## config.mk

```make
export PLATFORM = sky130hd
export DESIGN_NAME = frpm_div_cell
export DESIGN_NICKNAME = d
export VERILOG_FILES = /design/src/design/frpm_div_cell.sv
export SDC_FILE = /design/constraint.sdc
export NUM_CORES = 1
export LEC_CHECK = 0
export BUFFER_PORTS_ARGS = -buffer_cell sky130_fd_sc_hd__buf_4
export CAP_MARGIN = 40
export CORE_MARGIN = 2
export CORE_UTILIZATION = 40
export DETAILED_ROUTE_END_ITERATION = 10
export PLACE_DENSITY = 0.68
export SLEW_MARGIN = 20
export SYNTH_ARGS = -nofsm -noshare
export SYNTH_HDL_FRONTEND = slang
export SYNTH_SLANG_ARGS = --single-unit
```

## constraint.sdc

```tcl
create_clock -name i_clk -period 5.8 [get_ports i_clk]
set_input_delay 1.16 -clock i_clk [delete_from_list [all_inputs] [get_ports i_clk]]
set_output_delay 1.16 -clock i_clk [all_outputs]
set_load 0.01 [all_outputs]
```

## src/design/frpm_div_cell.sv

```systemverilog
// One restoring-division cell: produces one quotient bit per request and hands it on.
module frpm_div_cell #(
    parameter int DIV_W  = 32,
    parameter int DQ_W   = 32,
    parameter int SIDE_W = 1
) (
    input  logic              i_clk,
    input  logic              i_rst_n,
    input  logic              i_valid,
    output logic              o_ready,
    input  logic [DIV_W-1:0]  i_den,
    input  logic [DIV_W-1:0]  i_rem,
    input  logic [DQ_W-1:0]   i_dq,
    input  logic [SIDE_W-1:0] i_side,
    output logic              o_valid,
    input  logic              i_ready,
    output logic [DIV_W-1:0]  o_rem,
    output logic [DQ_W-1:0]   o_dq,
    output logic [SIDE_W-1:0] o_side
);

    logic              r_valid;
    logic [DIV_W-1:0]  r_rem;
    logic [DQ_W-1:0]   r_dq;
    logic [SIDE_W-1:0] r_side;

    logic [DIV_W-1:0]  n_rem;
    logic [DQ_W-1:0]   n_dq;
    logic [DIV_W:0]    w_trial;
    logic [DIV_W:0]    w_diff;
    logic              w_ge;
    logic              w_load;

    // dq holds the dividend bits still to come in its top and the quotient bits in its bottom
    always_comb begin
        w_trial = {i_rem, i_dq[DQ_W-1]};
        w_diff  = w_trial - {1'b0, i_den};
        w_ge    = (w_trial >= {1'b0, i_den});
        n_rem   = w_ge ? w_diff[DIV_W-1:0] : w_trial[DIV_W-1:0];
        n_dq    = {i_dq[DQ_W-2:0], w_ge};
    end

    assign o_ready = !r_valid || i_ready;
    assign w_load  = i_valid && o_ready;

    always_ff @(posedge i_clk) begin
        if (!i_rst_n) begin
            r_valid <= 1'b0;
        end else if (o_ready) begin
            r_valid <= i_valid;
        end
    end

    always_ff @(posedge i_clk) begin
        if (w_load) begin
            r_rem  <= n_rem;
            r_dq   <= n_dq;
            r_side <= i_side;
        end
    end

    assign o_valid = r_valid;
    assign o_rem   = r_rem;
    assign o_dq    = r_dq;
    assign o_side  = r_side;

endmodule

```

# --- Word-level counts from Yosys, hierarchy flattened ---
# Cells that the tools add are included.
totals:
  reg_bits: 66
  input_bits: 101
  output_inout_bits: 67
  elab_cells: 10
classes:
  addsub: 1
  order_cmp: 1
  n_mux: 1
  n_reduce_logical: 3
op_table:
  columns: ["operator", "n"]
  rows:
  - ["$ge 33x32->1", 1]
  - ["$mux 32", 1]
  - ["$sub 32x32->32", 1]
  - ["$logic_and 1x1->1", 1]
  - ["$logic_not 1->1", 1]
  - ["$logic_or 1x1->1", 1]

# --- Longest topological paths before layout ---
depth:
  word_depth: 3
  mapped_depth: 13
  depth_no_buf: 12

# --- Worst setup path after synthesis ---
# Ideal clock, no wire load.
synth_path:
  kind: "input to register"
  startpoint: "input i_den[18]"
  endpoint: "register r_rem[13], in the netlist o_rem[13], data pin"
  setup_ns: 0.262
  arrival_time_ns: 3.739
  t_required_ns: 5.538
  path_slack_ns: 1.799
  path_stages: 12
  path_buffers: 2
  cell_sequence: "inv_1 > ha_1 > clkbuf_1 > nand4_1 > or4_1 > a21oi_1 > nor3_1 > a211oi_2 > o21ai_2 > o31ai_4 > buf_4 > mux2_1"
synth_via:
  elab_chain_cells: 2
synth_rtl:
  columns: ["element", "line", "source"]
  rows:
  - ["start, declared", "11", "input logic [DIV_W-1:0] i_den,"]
  - ["$ge 33x32->1", "38", "w_ge = (w_trial >= {1'b0, i_den});"]
  - ["$mux 32", "39", "n_rem = w_ge ? w_diff[DIV_W-1:0] : w_trial[DIV_W-1:0];"]
  - ["named net n_rem[13]", "27", "logic [DIV_W-1:0] n_rem;"]
  - ["end signal, assigned", "56", "r_rem <= n_rem;"]
  - ["end, declared", "23", "logic [DIV_W-1:0] r_rem;"]
# The timed path passes the listed nets, and every way through them passes these cells.
# A chain may end at the register's enable or synchronous reset.

# --- Worst setup path in the final report ---
layout_path:
  startpoint: "input i_den[0]"
  endpoint: "register r_rem[30], in the netlist o_rem[30], data pin"
layout_via:
  elab_chain_cells: 2
  elab_cells_between_ends: 3
  classes_between: "1 x add/sub; 1 x order compare; 1 x mux"
layout_rtl:
  columns: ["element", "line"]
  rows:
  - ["$sub 32x32->32 / $ge 33x32->1 (equally long branches)", "37, 38"]
  - ["$mux 32 *", "39"]
  - ["named net n_rem[30]", "27"]
# The timed path passes the listed nets; every way through them passes the cells marked *.

==> impl_metrics.py <==
metrics = {
    "floorplan": {
        "start_util_pct": 40.90,
        "coreArea_um2": 10230,
        "rows": 37,
        "die_area_um2": 11290,
        "die_x_um": 106.3,
        "ioPinCount": 168,
        "die-height_um": 106.3,
    },
    "hold_path": {
        "worstHoldStart": "o_valid$_SDFFE_PN0N_",
        "min_path_type": "flop to flop",
        "holdPathStages": 2,
    },
    "route": {
        "via_per_inst": 5.050,
        "drcViolationCount": 0,
        "wl_mm": 10.96,
        "drt_iter0_drc": 129,
        "drtPass1Iterations": 4,
        "vias": 3631,
        "wl_per_cell_um": 15.25,
        "ant_nets": 0,
    },
    "worst_setup_path": {
        "cp_slowest_cell": "fa_1",
        "crit_top_cell": "a21oi_1",
        "reg2reg_slack_ns": 4.31,
        "r2r_start": "o_valid$_SDFFE_PN0N_",
        "cp.depth": 12,
        "crit_family": "compound AO/OA/AOI/OAI gates",
        "crit_end": "o_rem[30]$_DFFE_PP_",
        "crit_type": "input port to flop",
        "regToRegEndpoint": "o_rem[6]$_DFFE_PP_",
        "crit_chain": "buf_4, ha_1, fa_1, nand2b_1, a21oi_1, o2111ai_1, o311a_1, a21oi_1, a21oi_1, o41ai_1, xor2_1, mux2_1",
        "critPathMaxFanout": 3,
        "critical_path.max_stage_delay_ns": 0.40,
        "critPathRequiredTime_ns": 5.89,
        "crit_arrival_ns": 4.06,
        "crit_start": "i_den[0]",
        "ff2ff_path_depth": 4,
        "path_buf_inv": 1,
        "crit_path_end_kind": "flop",
        "cp-start-kind": "input port",
    },
    "sta": {
        "final-hold-violation-count": 0,
        "drv_slew": 0,
        "holdWs_ns": 0.5498,
        "max_slew_margin_pct": 65.44,
        "min_period_over_period_pct": 68.36,
        "post-route-min-period_ns": 3.965,
        "final.setup.tns_ns": 0,
        "fin_worst_skew_ns": 0.007362,
        "rsz0062_at_grt": "no",
        "worstMarginPinSlew_ns": 0.5149,
        "setup_viol": 0,
        "maxClockFrequency_mhz": 252.2,
    },
    "layout": {
        "antenna_cells": 0,
        "drive_above_1_share_pct": 33.79,
        "syn2layout_area_growth_pct": 37.80,
        "fin_nets": 712,
    },
    "place": {
        "port_buffers": 167,
        "place_hpwl_mm": 8.562,
        "gp_congestion": 0.8746,
    },
    "cts": {
        "clock_path_buffers": 2,
        "cts_sinks": 66,
        "ctsResizeCount": 0,
        "post-cts-setup-buffers": 0,
        "cts_buffers": 9,
        "cts_tree": "yes",
        "insertion_delay_ns": 0.34,
        "holdBufCountCts": 0,
        "cts-root-buf": "clkbuf_8",
        "cts-htree-levels": 3,
        "clk_pin_slew_worst_paths_ns": 0.08,
    },
    "pwr": {
        "p_leak_nw": 2.613,
        "powerDensity_nw_per_um2": 242.2,
        "power_w": 0.001396,
        "vdd_drop_max_mv": 0.08910,
    },
    "logic_synthesis": {
        "synth-simple-area-share_pct": 10.86,
        "yosysUniqueCellTypes": 49,
        "synth-seq-area-share_pct": 47.13,
        "synthFlopType": "edfxtp_1",
        "synth_top_family_by_area": "compound AO/OA/AOI/OAI gates",
        "synth_compound_area_share_pct": 17.91,
        "synth_edf_count": 65,
        "synth_mux_area_share_pct": 3.170,
        "synth_seq_cells": 66,
        "yosysTopAreaCellShare_pct": 46.65,
        "ys.warnings.count": 0,
        "avgSynthCellArea_um2": 10.18,
        "post-synth-top-area-cell": "edfxtp_1",
        "synthCells": 411,
        "ys_async_sr_fraction_pct": 0,
        "netlist_area_um2": 4184,
        "synth.area.top_cells": "edfxtp_1, ha_1, a21oi_1",
        "synthAdderAreaFrac_pct": 10.05,
        "synth_fp_nets": 545,
        "synth_xor_area_share_pct": 5.652,
    },
    "global_routing": {
        "grt_pass1_wl_mm": 17.31,
        "grt_pass1_vias": 3595,
        "grt_max_degree": 66,
        "grt_overflow": 0,
        "grt_usage_pct": 19.45,
        "antenna_found_initial": 0,
    },
    "status": {
        "status": "finished clean",
    },
    "flow_run": {
        "max_cap_violations": 0,
    },
}
[kinds of logic after synthesis]
| kind of cell | Yosys count |
|---|---|
| compound gates | 119 |
| xor+xnor | 27 |
| fa+ha+maj | 33 |
| buf+inv | 54 |
| flops | 66 |
| mux | 12 |
| simple gates | 100 |
[worst min-delay path, cell delays in order (launching register included)]
cell      delay (ns)
dfxtp_1         0.32
nand2b_1        0.10
a21boi_0        0.08
[Yosys cell counts (4+ instances only)]
cell type / number
a21o_1: 13
a21oi_1: 55
buf_2: 4
clkbuf_1: 8
edfxtp_1: 65
ha_1: 32
inv_1: 39
mux2_1: 4
mux2_2: 6
nand2_1: 28
nand2b_1: 5
nand3_1: 8
nand4_1: 7
nor2_1: 37
nor4_1: 4
o211ai_1: 4
o21a_1: 6
o21ai_0: 15
xnor2_1: 15
xor2_1: 12
[per-stage QoR]
| step | setup slack (ns) | instances | area (um^2) | util (%) |
|---|---|---|---|---|
| after floorplan | 1.799 | 411 | 4184 | - |
| after global placement | 1.550 | 702 | 5559 | 54.34 |
| after detailed placement | 1.469 | 702 | 5559 | 54.34 |
| after CTS | 1.845 | 718 | 5746 | 56.16 |
| after global routing | 1.595 | 719 | 5766 | 56.35 |
| final | 1.835 | 719 | 5766 | 56.35 |
[power by group]
part	internal (W)	switching, W	total, W
Combinational	0.000206	0.000217	0.000423
Sequential	0.000585	0.0000119	0.000596
Clock	0.000197	0.000180	0.000377
Total	0.000988	0.000408	0.00140
[final cells by class]
class	count	area, um^2
Multi-Input combinational cell	291	1994
Inverter	39	146.4
Timing Repair Buffer	171	1296
Fill cell	943	4466
Clock buffer	11	131.4
Sequential cell	66	1972
Clock inverter	5	55.05
Tap cell	136	170.2
[flip-flops by register name, summed over array words and instances, names as in the netlist]
name	count
o_dq	32
o_rem	32
o_side	1
o_valid	1
[layer usage]
metal | vias up | global-route usage [%] | part of all wire, %
met1 | 1656 | 25.52 | 44
met3 | 10 | 4.292 | 7.0
li1 | 1824 | - | -
met5 | - | 0 | 0
met4 | 0 | 5.263 | 0.92
met2 | 141 | 32.46 | 48
[cell usage in the layout (no fill, tap or decap), types with 7 or more instances in the layout]
cell type  synthesis  final
a21o_1            13     13
nand3_1            8      8
a21oi_1           55     55
o21ai_0           15     15
buf_4              3    170
edfxtp_1          65     65
nor2_1            37     37
nand2_1           28     28
clkbuf_8           0      9
xnor2_1           15     15
inv_1             39     39
nand4_1            7      7
ha_1              32     32
xor2_1            12     12
[how the worst min path moves through the flow]
| stage | endpoint |
|---|---|
| 6_report | o_valid$_SDFFE_PN0N_ |
| 4_1_cts | o_valid$_SDFFE_PN0N_ |
| 3_3_place_gp | o_valid$_SDFFE_PN0N_ |
| 3_5_place_dp | o_valid$_SDFFE_PN0N_ |
| 5_1_grt | o_valid$_SDFFE_PN0N_ |
| 2_1_floorplan | o_valid$_SDFFE_PN0N_ |
(Power assumes the default switching activity.)
